[config.mk]
export PLATFORM = sky130hd
export DESIGN_NAME = lsgc_bin_flat
export DESIGN_NICKNAME = d
export VERILOG_FILES = /design/src/hw/rtl/lsgc_pkg.sv /design/src/hw/rtl/lsgc_stream_if.sv /design/src/hw/rtl/lsgc_bin.sv /design/src/flat_wrapper.sv
export SDC_FILE = /design/constraint.sdc
export NUM_CORES = 2
export LEC_CHECK = 0
export CORE_AREA = 10 10 385 237
export CTS_CLUSTER_SIZE = 24
export DETAILED_ROUTE_END_ITERATION = 12
export DIE_AREA = 0 0 395 247
export DONT_BUFFER_PORTS = 1
export MAX_ROUTING_LAYER = met4
export PLACE_DENSITY_LB_ADDON = 0.15
export SYNTH_ARGS = -nofsm -noshare
export SYNTH_HDL_FRONTEND = slang
export SYNTH_SLANG_ARGS = --single-unit
[constraint.sdc]
create_clock -name clk_i -period 4.3 [get_ports clk_i]
set_input_delay 0.215 -clock clk_i [delete_from_list [all_inputs] [get_ports clk_i]]
set_output_delay 0.215 -clock clk_i [all_outputs]
set_load 0.03 [all_outputs]
[src/hw/rtl/lsgc_pkg.sv]
// Shared types and constants for the lidar scan to grid cell core.
// No dependencies; imported by every module of the block.
package lsgc_pkg;

  localparam int unsigned CORDIC_STEPS = 16;
  localparam int unsigned XY_W         = 20;
  localparam int unsigned Z_W          = 24;
  localparam int unsigned RANGE_W      = 16;
  localparam int unsigned ANGLE_W      = 16;
  localparam int unsigned FRAC_SHIFT   = 20;
  localparam int unsigned P_W          = RANGE_W + 1 + XY_W;
  localparam int unsigned D_W          = 40;
  localparam int unsigned G_W          = D_W - FRAC_SHIFT;
  localparam int unsigned CFG_IDX_W    = 2;
  localparam int unsigned CFG_DATA_W   = 16;
  localparam int unsigned COL_W        = 8;
  localparam int unsigned ROW_W        = 7;

  localparam logic signed [XY_W-1:0] CORDIC_GAIN_INV = XY_W'(39797);

  localparam logic signed [Z_W-1:0] ATAN_TURNS [CORDIC_STEPS] = '{
    24'sd2097152, 24'sd1238021, 24'sd654137, 24'sd332050,
    24'sd166669,  24'sd83416,   24'sd41718,  24'sd20860,
    24'sd10430,   24'sd5215,    24'sd2608,   24'sd1304,
    24'sd652,     24'sd326,     24'sd163,    24'sd81
  };

  localparam logic [ANGLE_W-1:0] DEF_START_ANGLE = 16'd0;
  localparam logic [ANGLE_W-1:0] DEF_ANGLE_STEP  = 16'd182;
  localparam logic [RANGE_W-1:0] DEF_RANGE_LOWER = 16'd0;
  localparam logic [RANGE_W-1:0] DEF_RANGE_UPPER = 16'hFFFF;

  typedef enum logic [CFG_IDX_W-1:0] {
    REG_START_ANGLE = 2'd0,
    REG_ANGLE_STEP  = 2'd1,
    REG_RANGE_LOWER = 2'd2,
    REG_RANGE_UPPER = 2'd3
  } cfg_reg_e;

  typedef enum logic [1:0] {
    ST_PLOTTED  = 2'd0,
    ST_RANGE    = 2'd1,
    ST_OFF_GRID = 2'd2
  } status_e;

  // Sideband that travels with a sample through the CORDIC row.
  typedef struct packed {
    logic [RANGE_W-1:0] range;
    logic [1:0]         quad;
    logic               last;
    logic               reject;
  } side_t;

endpackage

[src/hw/rtl/lsgc_stream_if.sv]


interface lsgc_out_if;
  logic       valid;
  logic       ready;
  logic [7:0] cell_column;
  logic [6:0] cell_row;
  logic [1:0] status;
  logic       scan_done;

  modport source (output valid, cell_column, cell_row, status, scan_done, input ready);
  modport sink   (input valid, cell_column, cell_row, status, scan_done, output ready);
endinterface

[src/hw/rtl/lsgc_bin.sv]
// Quadrant fix-up, range scaling, truncation and grid bounds check.
// Depends on lsgc_pkg and lsgc_out_if; drives the result channel.
module lsgc_bin import lsgc_pkg::*; #(
  parameter int unsigned GRID_COLS = 200,
  parameter int unsigned GRID_ROWS = 100
) (
  input  logic                   clk_i,
  input  logic                   rst_ni,
  input  logic                   vld_i,
  input  logic signed [XY_W-1:0] x_i,
  input  logic signed [XY_W-1:0] y_i,
  input  side_t                  side_i,
  lsgc_out_if.source             out_o,
  output logic                   done_o
);

  localparam logic signed [D_W-1:0] CX = D_W'(longint'(GRID_COLS / 2) << FRAC_SHIFT);
  localparam logic signed [D_W-1:0] CY = D_W'(longint'(GRID_ROWS / 2) << FRAC_SHIFT);
  localparam logic signed [G_W-1:0] GW = G_W'(GRID_COLS);
  localparam logic signed [G_W-1:0] GH = G_W'(GRID_ROWS);

  logic signed [XY_W-1:0] cos_v, sin_v;
  logic signed [RANGE_W:0] rng_s;

  logic                  p_vld_q;
  logic signed [P_W-1:0] px_q, py_q;
  logic                  p_last_q, p_rej_q;

  logic                  d_vld_q;
  logic signed [D_W-1:0] dcol_q, drow_q;
  logic                  d_last_q, d_rej_q;

  logic                  move;
  logic signed [G_W-1:0] gcol, grow;
  logic                  in_grid;
  status_e               status_d;
  logic [COL_W-1:0]      col_d;
  logic [ROW_W-1:0]      row_d;

  logic                  out_vld_q;
  logic [COL_W-1:0]      col_q;
  logic [ROW_W-1:0]      row_q;
  status_e               status_q;
  logic                  done_q;

  always_comb begin
    unique case (side_i.quad)
      2'd0: begin cos_v = x_i;  sin_v = y_i;  end
      2'd1: begin cos_v = -y_i; sin_v = x_i;  end
      2'd2: begin cos_v = -x_i; sin_v = -y_i; end
      default: begin cos_v = y_i; sin_v = -x_i; end
    endcase
  end

  assign rng_s = $signed({1'b0, side_i.range});

  // stage P: polar to cartesian products
  always_ff @(posedge clk_i or negedge rst_ni) begin
    if (!rst_ni) begin
      p_vld_q <= 1'b0;
    end else begin
      p_vld_q <= vld_i;
    end
  end

  always_ff @(posedge clk_i) begin
    if (vld_i) begin
      px_q     <= rng_s * cos_v;
      py_q     <= rng_s * sin_v;
      p_last_q <= side_i.last;
      p_rej_q  <= side_i.reject;
    end
  end

  // stage D: offset from grid center; holds while output is stalled
  assign move = d_vld_q && (!out_vld_q || out_o.ready);

  always_ff @(posedge clk_i or negedge rst_ni) begin
    if (!rst_ni) begin
      d_vld_q <= 1'b0;
    end else if (p_vld_q) begin
      d_vld_q <= 1'b1;
    end else if (move) begin
      d_vld_q <= 1'b0;
    end
  end

  always_ff @(posedge clk_i) begin
    if (p_vld_q) begin
      dcol_q   <= CX - {{(D_W-P_W){py_q[P_W-1]}}, py_q};
      drow_q   <= CY - {{(D_W-P_W){px_q[P_W-1]}}, px_q};
      d_last_q <= p_last_q;
      d_rej_q  <= p_rej_q;
    end
  end

  // truncate toward zero
  assign gcol = $signed(dcol_q[D_W-1:FRAC_SHIFT])
              + G_W'(dcol_q[D_W-1] && (|dcol_q[FRAC_SHIFT-1:0]));
  assign grow = $signed(drow_q[D_W-1:FRAC_SHIFT])
              + G_W'(drow_q[D_W-1] && (|drow_q[FRAC_SHIFT-1:0]));

  assign in_grid = !gcol[G_W-1] && (gcol < GW) && !grow[G_W-1] && (grow < GH);

  always_comb begin
    priority if (d_rej_q) begin
      status_d = ST_RANGE;
    end else if (in_grid) begin
      status_d = ST_PLOTTED;
    end else begin
      status_d = ST_OFF_GRID;
    end
    col_d = (status_d == ST_PLOTTED) ? gcol[COL_W-1:0] : '0;
    row_d = (status_d == ST_PLOTTED) ? grow[ROW_W-1:0] : '0;
  end

  always_ff @(posedge clk_i or negedge rst_ni) begin
    if (!rst_ni) begin
      out_vld_q <= 1'b0;
    end else if (move) begin
      out_vld_q <= 1'b1;
    end else if (out_o.ready) begin
      out_vld_q <= 1'b0;
    end
  end

  always_ff @(posedge clk_i) begin
    if (move) begin
      col_q    <= col_d;
      row_q    <= row_d;
      status_q <= status_d;
      done_q   <= d_last_q;
    end
  end

  assign out_o.valid       = out_vld_q;
  assign out_o.cell_column = col_q;
  assign out_o.cell_row    = row_q;
  assign out_o.status      = status_q;
  assign out_o.scan_done   = done_q;
  assign done_o            = move;

endmodule

[src/flat_wrapper.sv]
// flat-port wrapper written by rule: the top's interface ports become plain ports
module lsgc_bin_flat import lsgc_pkg::*;
#(
  parameter int unsigned GRID_COLS = 200,
  parameter int unsigned GRID_ROWS = 100
)
  (clk_i, rst_ni, vld_i, x_i, y_i, side_i, done_o, out_o_valid, out_o_cell_column, out_o_cell_row, out_o_status, out_o_scan_done, out_o_ready);
  lsgc_out_if out_o_i ();
  input  logic clk_i;
  input  logic rst_ni;
  input  logic vld_i;
  input  logic signed [XY_W-1:0] x_i;
  input  logic signed [XY_W-1:0] y_i;
  input  side_t side_i;
  output logic done_o;
  output wire logic [$bits(out_o_i.valid)-1:0] out_o_valid;
  output wire logic [$bits(out_o_i.cell_column)-1:0] out_o_cell_column;
  output wire logic [$bits(out_o_i.cell_row)-1:0] out_o_cell_row;
  output wire logic [$bits(out_o_i.status)-1:0] out_o_status;
  output wire logic [$bits(out_o_i.scan_done)-1:0] out_o_scan_done;
  input wire logic [$bits(out_o_i.ready)-1:0] out_o_ready;
  assign out_o_valid = out_o_i.valid;
  assign out_o_cell_column = out_o_i.cell_column;
  assign out_o_cell_row = out_o_i.cell_row;
  assign out_o_status = out_o_i.status;
  assign out_o_scan_done = out_o_i.scan_done;
  assign out_o_i.ready = out_o_ready;
  lsgc_bin #(.GRID_COLS(GRID_COLS), .GRID_ROWS(GRID_ROWS)) u_core (.clk_i(clk_i), .rst_ni(rst_ni), .vld_i(vld_i), .x_i(x_i), .y_i(y_i), .side_i(side_i), .out_o(out_o_i), .done_o(done_o));
endmodule
==> Word level (Yosys, flattened, before mapping) <==
Cells that the tools add are included.
{ "op_classes": {"order_cmp": 2, "reduce_logical": 16, "mul": 2, "muxes": 8, "eq_ne": 2, "addsub": 6} }
{ "op_table": {"columns": ["op", "n"], "rows": [
  ["one-hot mux 20 bit (3 select lines)", 2],
  ["multiplier 17 x 20 -> 37 bit", 2],
  ["adder 20 x 1 -> 20 bit", 2],
  ["negation 20 bit", 2],
  ["OR reduction 20 bit", 2],
  ["subtractor 27 x 37 -> 38 bit (first input constant)", 1],
  ["subtractor 28 x 37 -> 38 bit (first input constant)", 1],
  ["< comparator 20 x 8 -> 1 bit (second input constant)", 1],
  ["< comparator 20 x 9 -> 1 bit (second input constant)", 1],
  ["logical AND 1 bit", 6],
  ["zero test 2 bit", 2],
  ["2-to-1 mux 1 bit", 4],
  ["2-to-1 mux 2 bit", 2],
  ["nonzero test 2 bit", 2],
  ["zero test 1 bit", 3],
  ["equality test 2 x 1 -> 1 bit (second input constant)", 1],
  ["equality test 2 bit (second input constant)", 1],
  ["logical OR 1 bit", 1]
]} }
{ "totals": {"in_bits": 64, "output_inout_bits": 20, "elab_cells": 51, "register_bits": 179} }

==> Longest topological paths before layout <==
{ "logic_depth": {"word_depth": 10, "depth_mapped": 31, "depth_no_buf": 29} }

==> Least setup slack after synthesis <==
OpenSTA, ideal clock, no wires.
{ "synth_path": {"path_type": "input to register", "start": "in y_i[5]", "end": "reg u_core.py_q[36] (data pin)", "path_stages": 29, "setup_slack_ns": -3.445, "setup_ns": 0.265, "t_arrival_ns": 7.479, "n_path_buf": 2, "path_cell_list": "clkbuf_1 > or4_1 > nor4_4 > nand2_1 > nor2_1 > xnor2_1 > mux4_2 > o21a_1 > clkbuf_1 > and2_1 > fa_1 > inv_1 > fa_1 > fa_1 > inv_1 > fa_1 > fa_1 > inv_1 > fa_1 > inv_1 > ha_1 > o2111ai_1 > o211ai_1 > a21o_1 > o31a_1 > a221o_1 > a31oi_1 > nor2_1 > or3_1"} }
{ "synth_between": {"elab_chain_len": 3} }
{ "synth_rtl": {"columns": ["item", "line_no", "text"], "rows": [
  ["start: declaration", "flat_wrapper.sv:13", "input logic signed [XY_W-1:0] y_i;"],
  ["negation 20 bit", "lsgc_bin.sv:50", "2'd2: begin cos_v = -x_i; sin_v = -y_i; end"],
  ["one-hot mux 20 bit (3 select lines) *", "lsgc_bin.sv:47", "unique case (side_i.quad)"],
  ["multiplier 17 x 20 -> 37 bit *", "lsgc_bin.sv:69", "py_q <= rng_s * sin_v;"],
  ["end signal: assignment", "lsgc_bin.sv:69", null],
  ["end: declaration", "lsgc_bin.sv:26", "logic signed [P_W-1:0] px_q, py_q;"]
]} }
Every way passes the cells marked *; elsewhere a longest branch is shown, timed or not.
A chain may end at the register's enable or synchronous reset.

==> Final worst setup path <==
{ "layout_path": {"start": "in y_i[6]", "end": "reg u_core.py_q[36] (data pin)"} }
The elaborated chain is that of the path after synthesis.

==> impl_metrics.tcl <==
set metrics [dict create \
    dieArea_um2 97600 \
    setup_violations 61 \
    placedCellCount 4984 \
    status "finished with violations" \
    place_congestion 0.823 \
    cap_viol_max_count 0 \
    clock.fmax_mhz 139 \
    ys_ff_latch 175 \
    cp_slowest_cell "or4_4" \
    clock_latency_ns 0.46 \
    grt_pass1_wl_mm 145 \
    synth_edf_count 172 \
    worst_slew_pin_slew_ns 1.14 \
    worst_path_most_repeated_cell "fa_1" \
    synthTopCellsByArea "fa_1 (38%), edfxtp_1 (15%), inv_1 (9.3%), ha_1 (7.3%), and2_1 (6.0%)" \
    max_stage_delay_ns 0.55 \
    synth_top_area_frac 0.378 \
    port_buffers 0 \
    worstHoldPathCells 1 \
    hold_slack_ns 0.0404 \
    fin_nets 4826 \
    wire_per_inst_um 17.3 \
    layout_setup_ws_ns -2.90 \
    cts_buffer_depth 2 \
    synth_cell_types 72 \
    synth_common_cells "inv_1 (831), fa_1 (631), nand2_1 (426), and2_1 (320), ha_1 (196)" \
    ios 84 \
    drc 0 \
    cts_sinks 175 \
    end_kind "flop" \
    clkSlewWorstSetupHoldPaths_ns 0.07 \
    vias 24371 \
    area_growth_pct 24.1 \
    start_kind "primary input" \
    core_area_um2 84500 \
    detail-route-antenna-nets 0 \
    cts_tree "built" \
    drt_iter0_drc 1292 \
    grt_max_degree 82 \
    firstDrtPassIters 6 \
    cts-root-buf "clkbuf_16" \
    crit_arrival_ns 7.39 \
    die_x_um 395 \
    antenna_cells 0 \
    drive_gt1_frac 0.240 \
    rows 83 \
    finalCritPeriodShare 1.67 \
    synth_warnings 0 \
    via_per_inst 4.78 \
    hold_violations 0 \
    grt.total_usage 0.190 \
    ys_async_sr_fraction 0.0171 \
    synth_top_flop_cell "edfxtp_1" \
    period_minus_slack_ns 7.20 \
    synth.largest_area_cell "fa_1" \
    globalRouteOverflowTotal 0 \
    initial_core_util 0.395 \
    fillCellCount 7995 \
    synth_area_um2 33400 \
    antenna_found_initial 1 \
    skew_ns 0.0159 \
    synthCells 3567 \
    crit_type "primary input to flop" \
    crit_fanout 7 \
    cts_buffers 17 \
    wl_mm 88.0 \
    ys_seq_area_frac 0.157 \
    htreeDepth 4 \
    synth_fp_nets 4458 \
    rsz0062_at_grt "yes" \
    die_h_um 247 \
    syn_avg_cell_area_um2 9.36 \
    max-slew-margin-rel 0.239 \
    cp.required_ns 4.50 \
    grt_pass1_vias 25912 \
    violations "setup timing" \
    worstRegToRegCells 16 \
    synth_most_common_cell "inv_1" \
    slew_violations 0 \
    hp-class "primary input to flop" \
    hpwlAfterDp_mm 71.1 \
    fin_cells 5095 \
]
[stage by stage]
stage                     utilization  TNS (ns)  instance area, um^2  setup slack, ns
final                           0.490   -128.40                41400            -2.90
after global routing            0.490   -140.33                41400            -3.10
after CTS                       0.478   -126.14                40400            -2.83
after detailed placement        0.453   -164.40                38300            -3.49
after global placement          0.453   -163.28                38300            -3.46
after floorplan                     -   -130.52                34400            -3.23
[cell usage in the layout, fill, tap and decap left out, types with 18 or more instances in the layout]
cell type	count
a21oi_1	36
buf_6	77
inv_1	758
fa_1	599
nor3_1	36
nand3_1	33
xnor2_2	30
a21o_1	29
nor2_1	81
clkbuf_16	18
buf_4	378
o21ai_0	21
fa_2	32
nand2_1	403
and2_4	24
ha_1	146
xor2_1	59
edfxtp_1	172
xnor2_1	116
ha_4	46
buf_12	19
inv_2	73
and2_1	296
a21oi_2	36
nor4_1	24
[routing by layer]
metal / up-vias / wire, um / share of wire / GRT usage
met5: - / 0 / 0 / -
met4: 0 / 550 / 0.0063 / 0.0192
met3: 42 / 4570 / 0.052 / 0.0314
met2: 458 / 38200 / 0.43 / 0.286
met1: 12250 / 44700 / 0.51 / 0.279
li1: 11621 / - / - / -
[critical path: cells and delay by family]
kind	cells	cell delay (ns)
adders and majority gates	7	3.19
and+or+nand+nor	10	1.94
buffers and inverters	8	0.98
AOI/OAI and AO/OA	3	0.50
muxes	1	0.47
xor gates and xnor gates	1	0.08
[final cells by class]
| cell class | instances | area [um^2] | area share |
|---|---|---|---|
| clock buffers | 17 | 425 | 0.0103 |
| flip-flops and latches | 175 | 5240 | 0.127 |
| repair buffers | 484 | 4240 | 0.102 |
| well taps | 1147 | 1440 | 0.0346 |
| multi-input cells | 2426 | 26800 | 0.647 |
| clock inverters | 15 | 178 | 0.00429 |
| inverters | 831 | 3120 | 0.0753 |
[flip-flops by register name, indices dropped and copies added (netlist names)]
name and cells:
u_core.d_last_q 1, u_core.d_rej_q 1, u_core.d_vld_q 1, u_core.dcol_q 38, u_core.drow_q 38, u_core.out_o.cell_column 8, u_core.out_o.cell_row 7, u_core.out_o.scan_done 1
u_core.out_o.status 2, u_core.out_o.valid 1, u_core.p_last_q 1, u_core.p_rej_q 1, u_core.p_vld_q 1, u_core.px_q 37, u_core.py_q 37
[what timing repair did]
item	in CTS	in global routing
setup endpoints to repair	64	78
pin swaps	154	187
cloned	2	1
resized for setup	216	213
hold buffers	7	0
hold endpoints to repair	85	0
setup buffers	51	44
[logic make-up (layout without fill, tap and decap cells)]
group,count (synthesis),count (layout),synth area share
AND/OR/NAND/NOR,1069,1069,0.161
buffers and inverters,966,1347,0.109
adder cells (fa/ha/maj),833,833,0.453
AO/OA/AOI/OAI,293,293,0.0567
XOR/XNOR,215,215,0.0564
flip-flops,175,175,0.157
multiplexers,16,16,0.00715
[worst paths after layout]
| kind | from | to | slack [ns] |
|---|---|---|---|
| setup / recovery | y_i[6] | u_core.py_q[36]$_DFFE_PP_ | -2.90 |
| hold / removal | side_i[4] | u_core.px_q[0]$_DFFE_PP_ | 0.04 |
| setup reg to reg | u_core.drow_q[14]$_DFFE_PP_ | u_core.out_o.cell_column[3]$_SDFFCE_PP0P_ | 0.12 |
| hold reg to reg | u_core.p_last_q$_DFFE_PP_ | u_core.d_last_q$_DFFE_PP_ | 0.43 |
| max in group asynchronous | rst_ni | u_core.p_vld_q$_DFF_PN0_ | 3.58 |
| min in group asynchronous | rst_ni | u_core.out_o.valid$_DFFE_PN0P_ | 0.54 |
Power is not shown: default switching activity piles up to over one toggle a cycle in this logic, so the estimate is an artifact.
