$ cat src/hw/rtl/lsgc_pkg.sv
// Shared types and constants for the lidar scan to grid cell core.
// No dependencies; imported by every module of the block.
package lsgc_pkg;

  localparam int unsigned CORDIC_STEPS = 16;
  localparam int unsigned XY_W         = 20;
  localparam int unsigned Z_W          = 24;
  localparam int unsigned RANGE_W      = 16;
  localparam int unsigned ANGLE_W      = 16;
  localparam int unsigned FRAC_SHIFT   = 20;
  localparam int unsigned P_W          = RANGE_W + 1 + XY_W;
  localparam int unsigned D_W          = 40;
  localparam int unsigned G_W          = D_W - FRAC_SHIFT;
  localparam int unsigned CFG_IDX_W    = 2;
  localparam int unsigned CFG_DATA_W   = 16;
  localparam int unsigned COL_W        = 8;
  localparam int unsigned ROW_W        = 7;

  localparam logic signed [XY_W-1:0] CORDIC_GAIN_INV = XY_W'(39797);

  localparam logic signed [Z_W-1:0] ATAN_TURNS [CORDIC_STEPS] = '{
    24'sd2097152, 24'sd1238021, 24'sd654137, 24'sd332050,
    24'sd166669,  24'sd83416,   24'sd41718,  24'sd20860,
    24'sd10430,   24'sd5215,    24'sd2608,   24'sd1304,
    24'sd652,     24'sd326,     24'sd163,    24'sd81
  };

  localparam logic [ANGLE_W-1:0] DEF_START_ANGLE = 16'd0;
  localparam logic [ANGLE_W-1:0] DEF_ANGLE_STEP  = 16'd182;
  localparam logic [RANGE_W-1:0] DEF_RANGE_LOWER = 16'd0;
  localparam logic [RANGE_W-1:0] DEF_RANGE_UPPER = 16'hFFFF;

  typedef enum logic [CFG_IDX_W-1:0] {
    REG_START_ANGLE = 2'd0,
    REG_ANGLE_STEP  = 2'd1,
    REG_RANGE_LOWER = 2'd2,
    REG_RANGE_UPPER = 2'd3
  } cfg_reg_e;

  typedef enum logic [1:0] {
    ST_PLOTTED  = 2'd0,
    ST_RANGE    = 2'd1,
    ST_OFF_GRID = 2'd2
  } status_e;

  // Sideband that travels with a sample through the CORDIC row.
  typedef struct packed {
    logic [RANGE_W-1:0] range;
    logic [1:0]         quad;
    logic               last;
    logic               reject;
  } side_t;

endpackage

$ cat src/hw/rtl/lsgc_cell.sv
// One CORDIC rotation cell: a single micro-rotation with a fixed shift.
// Depends on lsgc_pkg; instantiated in a row by the top level.
module lsgc_cell import lsgc_pkg::*; #(
  parameter int unsigned STEP = 0
) (
  input  logic                   clk_i,
  input  logic                   rst_ni,
  input  logic                   vld_i,
  input  logic signed [XY_W-1:0] x_i,
  input  logic signed [XY_W-1:0] y_i,
  input  logic signed [Z_W-1:0]  z_i,
  input  side_t                  side_i,
  output logic                   vld_o,
  output logic signed [XY_W-1:0] x_o,
  output logic signed [XY_W-1:0] y_o,
  output logic signed [Z_W-1:0]  z_o,
  output side_t                  side_o
);

  localparam logic signed [Z_W-1:0] ATAN = ATAN_TURNS[STEP];

  logic                   vld_q;
  logic signed [XY_W-1:0] x_q, x_d, y_q, y_d;
  logic signed [Z_W-1:0]  z_q, z_d;
  side_t                  side_q;
  logic signed [XY_W-1:0] dx, dy;

  assign dx = y_i >>> STEP;
  assign dy = x_i >>> STEP;

  always_comb begin
    if (!z_i[Z_W-1]) begin
      x_d = x_i - dx;
      y_d = y_i + dy;
      z_d = z_i - ATAN;
    end else begin
      x_d = x_i + dx;
      y_d = y_i - dy;
      z_d = z_i + ATAN;
    end
  end

  always_ff @(posedge clk_i or negedge rst_ni) begin
    if (!rst_ni) begin
      vld_q <= 1'b0;
    end else begin
      vld_q <= vld_i;
    end
  end

  always_ff @(posedge clk_i) begin
    if (vld_i) begin
      x_q    <= x_d;
      y_q    <= y_d;
      z_q    <= z_d;
      side_q <= side_i;
    end
  end

  assign vld_o  = vld_q;
  assign x_o    = x_q;
  assign y_o    = y_q;
  assign z_o    = z_q;
  assign side_o = side_q;

endmodule

$ cat config.mk
export PLATFORM = sky130hd
export DESIGN_NAME = lsgc_cell
export DESIGN_NICKNAME = d
export VERILOG_FILES = /design/src/hw/rtl/lsgc_pkg.sv /design/src/hw/rtl/lsgc_cell.sv
export SDC_FILE = /design/constraint.sdc
export NUM_CORES = 1
export LEC_CHECK = 0
export BUFFER_PORTS_ARGS = -buffer_cell sky130_fd_sc_hd__buf_2
export CAP_MARGIN = 25
export CORE_MARGIN = 2
export CORE_UTILIZATION = 35
export CTS_BUF_LIST = sky130_fd_sc_hd__clkbuf_8
export CTS_CLUSTER_DIAMETER = 150
export DETAILED_ROUTE_END_ITERATION = 12
export PLACE_DENSITY = 0.7
export SLEW_MARGIN = 20
export SYNTH_ARGS = -nofsm -noshare
export SYNTH_HDL_FRONTEND = slang
export SYNTH_SLANG_ARGS = --single-unit
$ cat constraint.sdc
create_clock -name clk_i -period 1.2 [get_ports clk_i]
set_input_delay 0.06 -clock clk_i [delete_from_list [all_inputs] [get_ports clk_i]]
set_output_delay 0.06 -clock clk_i [all_outputs]
set_load 0.01 [all_outputs]
# After elaboration in Yosys (flattened, before gate mapping)
# Index checks and enable logic that the tools add are counted.
# classes
muxes	3
addsub	5
# ops
op	n
2-to-1 mux 20 bit	2
subtractor 20 bit	2
adder 24 x 23 -> 24 bit, second input constant	1
2-to-1 mux 24 bit	1
subtractor 24 x 23 -> 24 bit, second input constant	1
adder 20 bit	1
# word_totals
out_inout_bits	85
elab_cells	16
input_bits	87
register_bits	85

# Logic depth before layout (Yosys ltp)
# Gate-level depths: netlist (run 1).
# logic_depth
word_depth	2
depth_mapped	10
depth_no_buf	10

# Least setup slack after synthesis (run 1)
# Ideal clock, no wire load.
# synth_timing
path_type	input-to-reg
startpoint	in x_i[7]
endpoint	reg x_q[18] (netlist: x_o[18]), data pin
setup_ns	0.260
setup_slack_ns	-1.028
path_stages	10
arrival_time_ns	1.969
path_buffers	1
required_ns	0.940
cell_sequence	inv_1 -> ha_1 -> buf_6 -> and3_1 -> a221o_1 -> a211oi_2 -> o221ai_2 -> a2111oi_4 -> a221oi_2 -> xnor2_1
# synth_between
elab_chain_cells	2
word_cells_on_any_way	3
cone_classes	add/sub: 2; mux: 1
# synth_rtl
item	line_no	source
start, declared	lsgc_cell.sv:9	input logic signed [XY_W-1:0] x_i,
subtractor 20 bit or adder 20 bit (tied branches)	lsgc_cell.sv:33, lsgc_cell.sv:37	
2-to-1 mux 20 bit (*)	lsgc_cell.sv:32	if (!z_i[Z_W-1]) begin
net x_d[18]	lsgc_cell.sv:23	logic signed [XY_W-1:0] x_q, x_d, y_q, y_d;
end signal, assigned	lsgc_cell.sv:53	x_q <= x_d;
end, declared	lsgc_cell.sv:23	
# The timed path passes the listed nets; every way through them passes the cells marked *.
# A chain may end at the register's enable or synchronous reset.

# Final worst setup path (run 1)
# layout_timing
startpoint	in x_i[0]
endpoint	reg x_q[18] (netlist: x_o[18]), data pin
# Same word-level chain as after synthesis.

==> results of run 1 <==
-- cells in the mapped netlist (all sizes together), types with 4 or more instances --
library cell | number | share of area, %
edfxtp | 83 | 42
inv | 65 | 4.2
ha | 64 | 14
a21oi | 54 | 4.6
xnor2 | 36 | 5.4
nor2 | 33 | 2.2
o21ai | 32 | 2.7
nand2 | 24 | 1.5
buf | 17 | 1.7
mux2i | 12 | 2.0
nor3 | 11 | 1.0
nand4 | 9 | 0.96
o21a | 9 | 1.1
clkbuf | 8 | 0.51
a21o | 7 | 0.89
o21bai | 7 | 0.96
nor2b | 6 | 0.64
a2111oi | 5 | 1.7
a211oi | 5 | 0.72
and3 | 5 | 0.53
nand3 | 5 | 0.43
nor4 | 5 | 0.53
fa | 4 | 1.4
o211ai | 4 | 0.51
-- critical path: stages --
cell and delay, ns:
buf_8 0.10, ha_4 0.15, inv_2 0.05, fa_2 0.23, o21bai_4 0.08, a2111oi_4 0.41, nor3_2 0.12, a2111oi_4 0.30
a31oi_2 0.18, a221oi_2 0.28, xnor2_1 0.10
-- worst max-delay path by stage --
stage            from                end
5_1_grt        y_i[0]  y_o[18]$_DFFE_PP_
4_1_cts        x_i[0]  x_o[18]$_DFFE_PP_
6_report       x_i[0]  x_o[18]$_DFFE_PP_
2_1_floorplan  y_i[6]  x_o[18]$_DFFE_PP_
3_5_place_dp   x_i[1]  y_o[19]$_DFFE_PP_
3_3_place_gp   x_i[1]  y_o[19]$_DFFE_PP_
-- logic make-up after synthesis --
| group | share of synthesized area, % |
|---|---|
| DFF | 42.8 |
| adders and majority gates | 15.0 |
| AOI/OAI and AO/OA | 19.1 |
| and+or+nand+nor | 9.14 |
| muxes | 2.04 |
| buffers and inverters | 6.41 |
| xor gates and xnor gates | 5.52 |
-- what timing repair did --
| item | 4_1_cts | 5_1_grt |
|---|---|---|
| pin swaps | 41 | 43 |
| setup buffers | 21 | 19 |
| hold endpoints to repair | 43 | 0 |
| resized for setup | 93 | 53 |
| hold buffers | 44 | 0 |
| endpoints found under the setup margin | 33 | 34 |
-- power breakdown --
part	switching (mW)	internal, mW
registers	0.0920	3.68
logic	2.08	2.12
clock network	0.925	1.42
total	3.10	7.22
-- routing by layer --
layer  up-vias  global-route usage [%]
met5         -                       0
met4         0                    4.73
met3        28                    3.54
met2       261                    35.7
met1      2802                    28.4
li1       2862                       -
-- final cells by class --
cell class	count	area share (%)
clock buffers	10	1.35
clock inverters	6	1.03
inverters	65	2.78
multi-input cells	385	36.3
flip-flops and latches	84	24.8
well taps	220	2.71
repair buffers	438	31.1
-- flip-flops by register name, summed over array words and instances (netlist names) --
| register | cells |
|---|---|
| z_o | 24 |
| x_o | 19 |
| vld_o | 1 |
| y_o | 20 |
| side_o | 20 |
==> metrics.cfg, run 1 <==
[placement]
port_buffers = 171
dp_cells = 1116
placed_area_mm2 = 0.00866
hpwl_um = 14600
place_ws_ns = -1.30
gp_congestion = 0.945

[timing]
slew_viol_final = 0
hold_ws_ns = 0.0654
fin_crit_sh_pct = 163
slew_headroom_pct = 62.0
min_period_ns = 1.96
setup_viol = 34
clock.fmax_mhz = 510
timing.final.ws_setup_ns = -0.761
setup_tns_ns = -17.55
rsz0062_at_grt = yes
worst_pin_slew_ns = 0.565
hold_violations = 0

[yosys]
synth_warnings = 0
ys_seq_elements = 84
synth_nets = 714
synth_cell_type_count = 65
synthArstFlopShare_pct = 1.19
synth-main-ff-cell = edfxtp_1
syn_inst = 559
seq_area_frac_synth_pct = 42.8
synth-edff-count = 83
synth_area_per_cell_um2 = 10.5
synth_area_mm2 = 0.00588

[worst_hold_path]
hp-start = z_i[22]
hold_class = input pin to flop
min_path_cells = 2
min_to = z_o[22]$_DFFE_PP_

[worst_setup_path]
cp.required_ns = 1.31
crit_path_max_fanout = 3
cp-end-kind = flop
criticalPathCategory = input pin to flop
worst_ep_arrival_time_ns = 2.07
worstSetupStartpointType = input pin

[layout]
n_antenna_cell = 0
design_area_mm2 = 0.0102
drive_above_1_share_pct = 54.6
synthToLayoutAreaGrowth_pct = 73.1
post-route-util_pct = 61.6
n_fill_cell = 1333
final_cell_mix = 204 x buf_4, 160 x buf_2, 83 x edfxtp_1
finalNetCount = 1138
seqCellArea_mm2 = 0.00252
multiInputGateArea_mm2 = 0.00369
final_common_cell = buf_4
instances_no_fill = 1208

[detailed_routing]
routed_via_density = 4.93
dr.pass1.iters = 5
route.met3.wl_um = 1280
ant_nets = 0
initialDrtViolationCount = 519
post_drt_wl_per_cell_um = 16.0
top_layer_used = met4
drc = 0
via_count = 5953
met2_wirelength_um = 9300
wl_um = 19300
m1WireLength_um = 8400

[clock_tree]
clk_pin_slew_ns = 0.08
clock_path_buffers = 2
cts-root-buf = clkbuf_8
cts_buffers = 9
htreeDepth = 3
cts_sinks = 84
cts_tree = built

[global_route]
overflow = 0
antenna_found_initial = 0
grt_max_degree = 43
grt_pass1_vias = 5790
grt_pass1_wl_um = 30000
globalRouteTotalUtil_pct = 21.1

[die]
die_w_um = 134
die_area_mm2 = 0.0178
rows = 47
io_pins = 172
start_util_pct = 35.6
die_h_um = 134
design.core.area_mm2 = 0.0165

[status]
violations = setup timing
run_status = complete, but fails checks

[power_and_ir_drop]
p_per_area_mw_per_mm2 = 1010
p_leak_nw = 4.56
irDropWorstVdd_mv = 0.746
p_total_mw = 10.3

[flow_run]
cap_violations = 0

(Power assumes the default switching activity.)
==> run 2, diff against run 1 <==
Settings changed: RECOVER_POWER from default to 25.
==> run 2 against run 1 <==
The flow still finishes with violations (setup timing). Non-clock buffer count did not move. Combinational power barely moved. Critical path depth rose by 1. Sequential share of layout area increased by 0.083 points. Die area unchanged. Clock power about the same. Final cell count did not move. Count of clock-buffer cells in the layout is the same. Core utilization decreased by 0.20 points. Via count decreased by 0.64%. Critical endpoint is now y_o[18]$_DFFE_PP_. Largest cell class unchanged.
==> metrics.cfg, run 2 (synthesized netlist as in run 1, its figures left out) <==
[worst_setup_path]
criticalPathCategory = input pin to flop
cp_top_family = compound AO/OA/AOI/OAI gates
worstSetupStartpointType = input pin
worst_ep_arrival_time_ns = 2.08  ; about the same
crit_path_max_incr_delay_ns = 0.34  ; -0.07 ns
cp.required_ns = 1.30  ; about the same
crit_path_max_fanout = 3  ; unchanged
cp-end-kind = flop
slowest_stage = fa_2
crit_buf_inv = 3  ; +1
crit_chain = buf_6, inv_1, ha_2, fa_2, nand3b_1, a211oi_1, nor3_1, buf_4, o221ai_2, a21oi_1, a221oi_2, xnor2_1
cp_num_cells = 12  ; +1

[detailed_routing]
dr.pass1.iters = 5  ; unchanged
wl_um = 19200  ; -0.31%
post_drt_wl_per_cell_um = 15.9  ; -0.31%
routed_via_density = 4.90  ; -0.64%
ant_nets = 0  ; unchanged
via_count = 5915  ; -0.64%
drc = 0  ; unchanged
initialDrtViolationCount = 544  ; +4.8%

[placement]
port_buffers = 171  ; unchanged
gp_congestion = 0.945  ; unchanged
place_ws_ns = -1.30  ; unchanged
hpwl_um = 14600  ; unchanged
dp_cells = 1116  ; unchanged
placed_area_mm2 = 0.00866  ; unchanged

[timing]
worst_pin_slew_ns = 1.01  ; +0.445 ns
min_period_ns = 1.98  ; +0.0201 ns
timing.final.ws_setup_ns = -0.781  ; -0.0201 ns
slew_headroom_pct = 32.7  ; -29 points
fin_crit_sh_pct = 165  ; +1.7 points
rsz0062_at_grt = yes
clock.fmax_mhz = 505  ; -1.0%
slew_viol_final = 0  ; unchanged
hold_violations = 0  ; unchanged
setup_viol = 34  ; unchanged

[global_route]
overflow = 0  ; unchanged
grt_max_degree = 43  ; unchanged
grt_pass1_wl_um = 30000  ; unchanged
antenna_found_initial = 0  ; unchanged
grt_pass1_vias = 5790  ; unchanged
globalRouteTotalUtil_pct = 21.1  ; unchanged

[power_and_ir_drop]
p_leak_nw = 4.55  ; -0.31%
p_comb_share_pct = 40.6  ; about the same
p_int_mw = 7.21  ; -0.13%
p_per_area_mw_per_mm2 = 1020  ; +0.15%
p_total_mw = 10.3  ; -0.18%
p_sw_mw = 3.09  ; -0.30%
switching_share_pct = 30.0  ; -0.037 points
irDropWorstVdd_mv = 0.746  ; about the same
p_seq_share_pct = 36.7  ; about the same
p_clk_share_pct = 22.8  ; about the same

[die]
die_w_um = 134  ; unchanged
design.core.area_mm2 = 0.0165  ; unchanged
io_pins = 172  ; unchanged
start_util_pct = 35.6  ; unchanged
rows = 47  ; unchanged
die_area_mm2 = 0.0178  ; unchanged
die_h_um = 134  ; unchanged

[status]
run_status = complete, but fails checks
violations = setup timing

[layout]
design_area_mm2 = 0.0101  ; -0.33%
largest_reg_flops = 24  ; unchanged
drive_above_1_share_pct = 54.5  ; -0.10 points
finalNetCount = 1138  ; unchanged
final_common_cell = buf_4
final_cell_mix = 203 x buf_4, 160 x buf_2, 83 x edfxtp_1
synthToLayoutAreaGrowth_pct = 72.5
instances_no_fill = 1208  ; unchanged
n_antenna_cell = 0  ; unchanged

[clock_tree]
cts_sinks = 84  ; unchanged
htreeDepth = 3  ; unchanged
clock_path_buffers = 2  ; unchanged
cts_buffers = 9  ; unchanged
clk_pin_slew_ns = 0.08  ; about the same
cts_tree = built
cts-root-buf = clkbuf_8

[worst_hold_path]
hold_class = input pin to flop
min_path_cells = 2  ; unchanged

[flow_run]
cap_violations = 0  ; unchanged

[run 2: final cells by class]
| class | instances | area, µm² |
|---|---|---|
| clock inverter | 6 | 105 |
| timing repair buffer | 438 | 3130 |
| clock buffer | 10 | 138 |
| tap | 220 | 275 |
| multi-input combinational | 385 | 3690 |
| sequential | 84 | 2520 |
| inverter | 65 | 283 |
| fill | 1336 | 6390 |
[run 2: power by group through the flow]
stage          clock [mW]  combinational, mW  sequential (mW)
2_1_floorplan           0               1.55             4.04
3_3_place_gp            0               3.42             3.84
3_5_place_dp            0               3.47             3.84
4_1_cts              2.44               3.93             3.78
5_1_grt              2.55               4.49             3.81
6_report             2.34               4.18             3.78
[run 2: layer usage]
| metal | up-vias | share of wire [%] | track usage [%] |
|---|---|---|---|
| li1 | 2861 | - | - |
| met1 | 2776 | 44 | 28.4 |
| met2 | 243 | 48 | 35.7 |
| met3 | 35 | 6.3 | 3.54 |
| met4 | 0 | 1.8 | 4.73 |
| met5 | - | 0 | 0 |
[run 2: through the flow]
stage               hold WS [ns]  setup TNS (ns)  util (%)
floorplan                 -0.236          -17.73         -
global placement          -0.164          -31.33      52.4
detailed placement        -0.165          -33.10      52.4
CTS                       0.0523          -15.58      59.8
global route              0.0690          -19.03      61.3
finish                    0.0659          -17.70      61.3
[run 2: final timing paths]
| kind | from | end |
|---|---|---|
| worst max-delay path | y_i[0] | y_o[18]$_DFFE_PP_ |
| worst min-delay path | z_i[22] | z_o[22]$_DFFE_PP_ |
| max in group asynchronous | rst_ni | vld_o$_DFF_PN0_ |
| min in group asynchronous | rst_ni | vld_o$_DFF_PN0_ |
[run 2: what timing repair did]
item                                   in CTS  in global routing
endpoints found under the hold margin      43                  0
setup endpoints to repair                  33                 34
pin swaps                                  41                 43
hold buffers                               44                  0
buffers inserted                           21                 19
resized for setup                          93                 53
==> run 3, diff against run 2 <==
Settings changed: RECOVER_POWER 25 to 100.
==> run 3 against run 2 <==
Sequential cell count unchanged. Clock power hardly changed. Maximum frequency is 0.48% higher. Combinational power fell by 2%. Global-route usage unchanged. Count of clock-buffer cells in the layout is the same. Sequential power barely moved. Final cell count is the same. Setup slack improved by 0.0095 ns. Core utilization decreased by 0.69 points. First-iteration DRC count grew 6.6%. Non-clock buffer count stayed put. The run still ends with setup timing left. Critical endpoint unchanged.
==> metrics.cfg, run 3 (synthesized netlist as in run 1, its figures left out) <==
[clock_tree]
cts-root-buf = clkbuf_8
clk_pin_slew_ns = 0.08  ; about the same
cts_sinks = 84  ; unchanged
clock_path_buffers = 2  ; unchanged
htreeDepth = 3  ; unchanged
cts_tree = built
cts_buffers = 9  ; unchanged

[timing]
timing.final.ws_setup_ns = -0.772  ; +0.00953 ns
hold_violations = 0  ; unchanged
fin_crit_sh_pct = 164  ; -0.79 points
setup_tns_ns = -17.75  ; -0.0569 ns
hold_ws_ns = 0.0644  ; -0.00151 ns
worst_pin_slew_ns = 1.00  ; -0.00434 ns
rsz0062_at_grt = yes
slew_headroom_pct = 33.0  ; +0.29 points
min_period_ns = 1.97  ; -0.00953 ns
slew_viol_final = 0  ; unchanged
clock.fmax_mhz = 507  ; +0.48%
setup_viol = 34  ; unchanged

[detailed_routing]
initialDrtViolationCount = 580  ; +6.6%
dr.pass1.iters = 5  ; unchanged
post_drt_wl_per_cell_um = 16.1  ; +0.89%
wl_um = 19400  ; +0.89%
routed_via_density = 4.89  ; about the same
ant_nets = 0  ; unchanged
drc = 0  ; unchanged
via_count = 5911  ; -0.068%

[layout]
largest_reg_flops = 24  ; unchanged
n_fill_cell = 1395  ; +4.4%
final_cell_mix = 203 x buf_4, 92 x clkbuf_1, 83 x edfxtp_1
n_antenna_cell = 0  ; unchanged
final_common_cell = buf_4
post-route-util_pct = 60.7  ; -0.69 points
synthToLayoutAreaGrowth_pct = 70.6
drive_above_1_share_pct = 45.2  ; -9.2 points
finalNetCount = 1138  ; unchanged
design_area_mm2 = 0.0100  ; -1.1%
instances_no_fill = 1208  ; unchanged

[die]
design.core.area_mm2 = 0.0165  ; unchanged
io_pins = 172  ; unchanged
die_h_um = 134  ; unchanged
rows = 47  ; unchanged
die_w_um = 134  ; unchanged
die_area_mm2 = 0.0178  ; unchanged
start_util_pct = 35.6  ; unchanged

[global_route]
antenna_found_initial = 0  ; unchanged
use_met2_pct = 35.7  ; unchanged
grt_use_met3_pct = 3.54  ; unchanged
grt_use_met1_pct = 28.4  ; unchanged
grt-busiest-layer = met2
overflow = 0  ; unchanged
grt_pass1_wl_um = 30000  ; unchanged
grt_max_degree = 43  ; unchanged
globalRouteTotalUtil_pct = 21.1  ; unchanged
grt_pass1_vias = 5790  ; unchanged

[placement]
dp_cells = 1116  ; unchanged
placed_area_mm2 = 0.00866  ; unchanged
gp_congestion = 0.945  ; unchanged
port_buffers = 171  ; unchanged
place_ws_ns = -1.30  ; unchanged
hpwl_um = 14600  ; unchanged

[worst_setup_path]
worstSetupStartpointType = input pin
crit_chain = buf_6, inv_1, ha_2, fa_2, nand3b_1, a211oi_1, nor3_1, buf_4, o221ai_2, a21oi_1, a221oi_2, xnor2_1
cp_num_cells = 12  ; unchanged
criticalPathCategory = input pin to flop
crit_path_max_fanout = 3  ; unchanged
crit_path_start = y_i[0]
crit_buf_inv = 3  ; unchanged
worst_ep_arrival_time_ns = 2.07  ; about the same
setup.worst_path.end = y_o[18]$_DFFE_PP_
cp-end-kind = flop
cp_top_family = compound AO/OA/AOI/OAI gates
slowest_stage = fa_2
crit_path_max_incr_delay_ns = 0.34  ; about the same
cp.required_ns = 1.30  ; about the same

[power_and_ir_drop]
p_leak_nw = 4.30  ; -5.5%
p_per_area_mw_per_mm2 = 1020  ; +0.47%
p_total_mw = 10.2  ; -0.65%
irDropWorstVdd_mv = 0.744  ; -0.26%

[status]
run_status = complete, but fails checks
violations = setup timing

[flow_run]
cap_violations = 0  ; unchanged

[worst_hold_path]
hold_class = input pin to flop

[run 3: changes by cell type in the layout (fill, tap and decap cells not counted)]
cell and change:
clkbuf_1 +91, buf_2 -91
[run 3: repair_timing]
action | CTS | global route
pin swaps | 41 | 43
hold endpoints to repair | 43 | 0
endpoints found under the setup margin | 33 | 34
hold buffers | 44 | 0
setup buffers | 21 | 19
gates resized for setup | 93 | 53
[run 3: power breakdown]
group | leakage (nW) | switching, mW | internal [mW] | total, mW
Sequential | 0.824 | 0.106 | 3.69 | 3.79
Clock | 0.125 | 0.924 | 1.42 | 2.35
Combinational | 3.35 | 2.09 | 2.01 | 4.09
Total | 4.30 | 3.12 | 7.12 | 10.2
[run 3: worst min path at each step]
stage / startpoint / end / slack (ns) / cells past startpoint
2_1_floorplan: rst_ni / vld_o$_DFF_PN0_ / -0.24 / 0
3_3_place_gp: rst_ni / vld_o$_DFF_PN0_ / -0.16 / 1
3_5_place_dp: rst_ni / vld_o$_DFF_PN0_ / -0.16 / 1
4_1_cts: z_i[22] / z_o[22]$_DFFE_PP_ / 0.05 / 2
5_1_grt: z_i[22] / z_o[22]$_DFFE_PP_ / 0.07 / 2
6_report: z_i[22] / z_o[22]$_DFFE_PP_ / 0.06 / 2
[run 3: per-layer routing]
layer / vias up / part of all wire (%)
li1: 2860 / -
met1: 2796 / 44
met2: 233 / 48
met3: 22 / 6.5
met4: 0 / 1.4
met5: - / 0
[run 3: cell type report]
cell class                 instances  area [µm²]  area share, %
clock buffer                      10         138           1.37
clock inverter                     6         105           1.05
inverter                          65         283           2.82
multi-input combinational        385        3690           36.8
sequential                        84        2520           25.1
tap                              220         275           2.75
timing repair buffer             438        3010           30.1
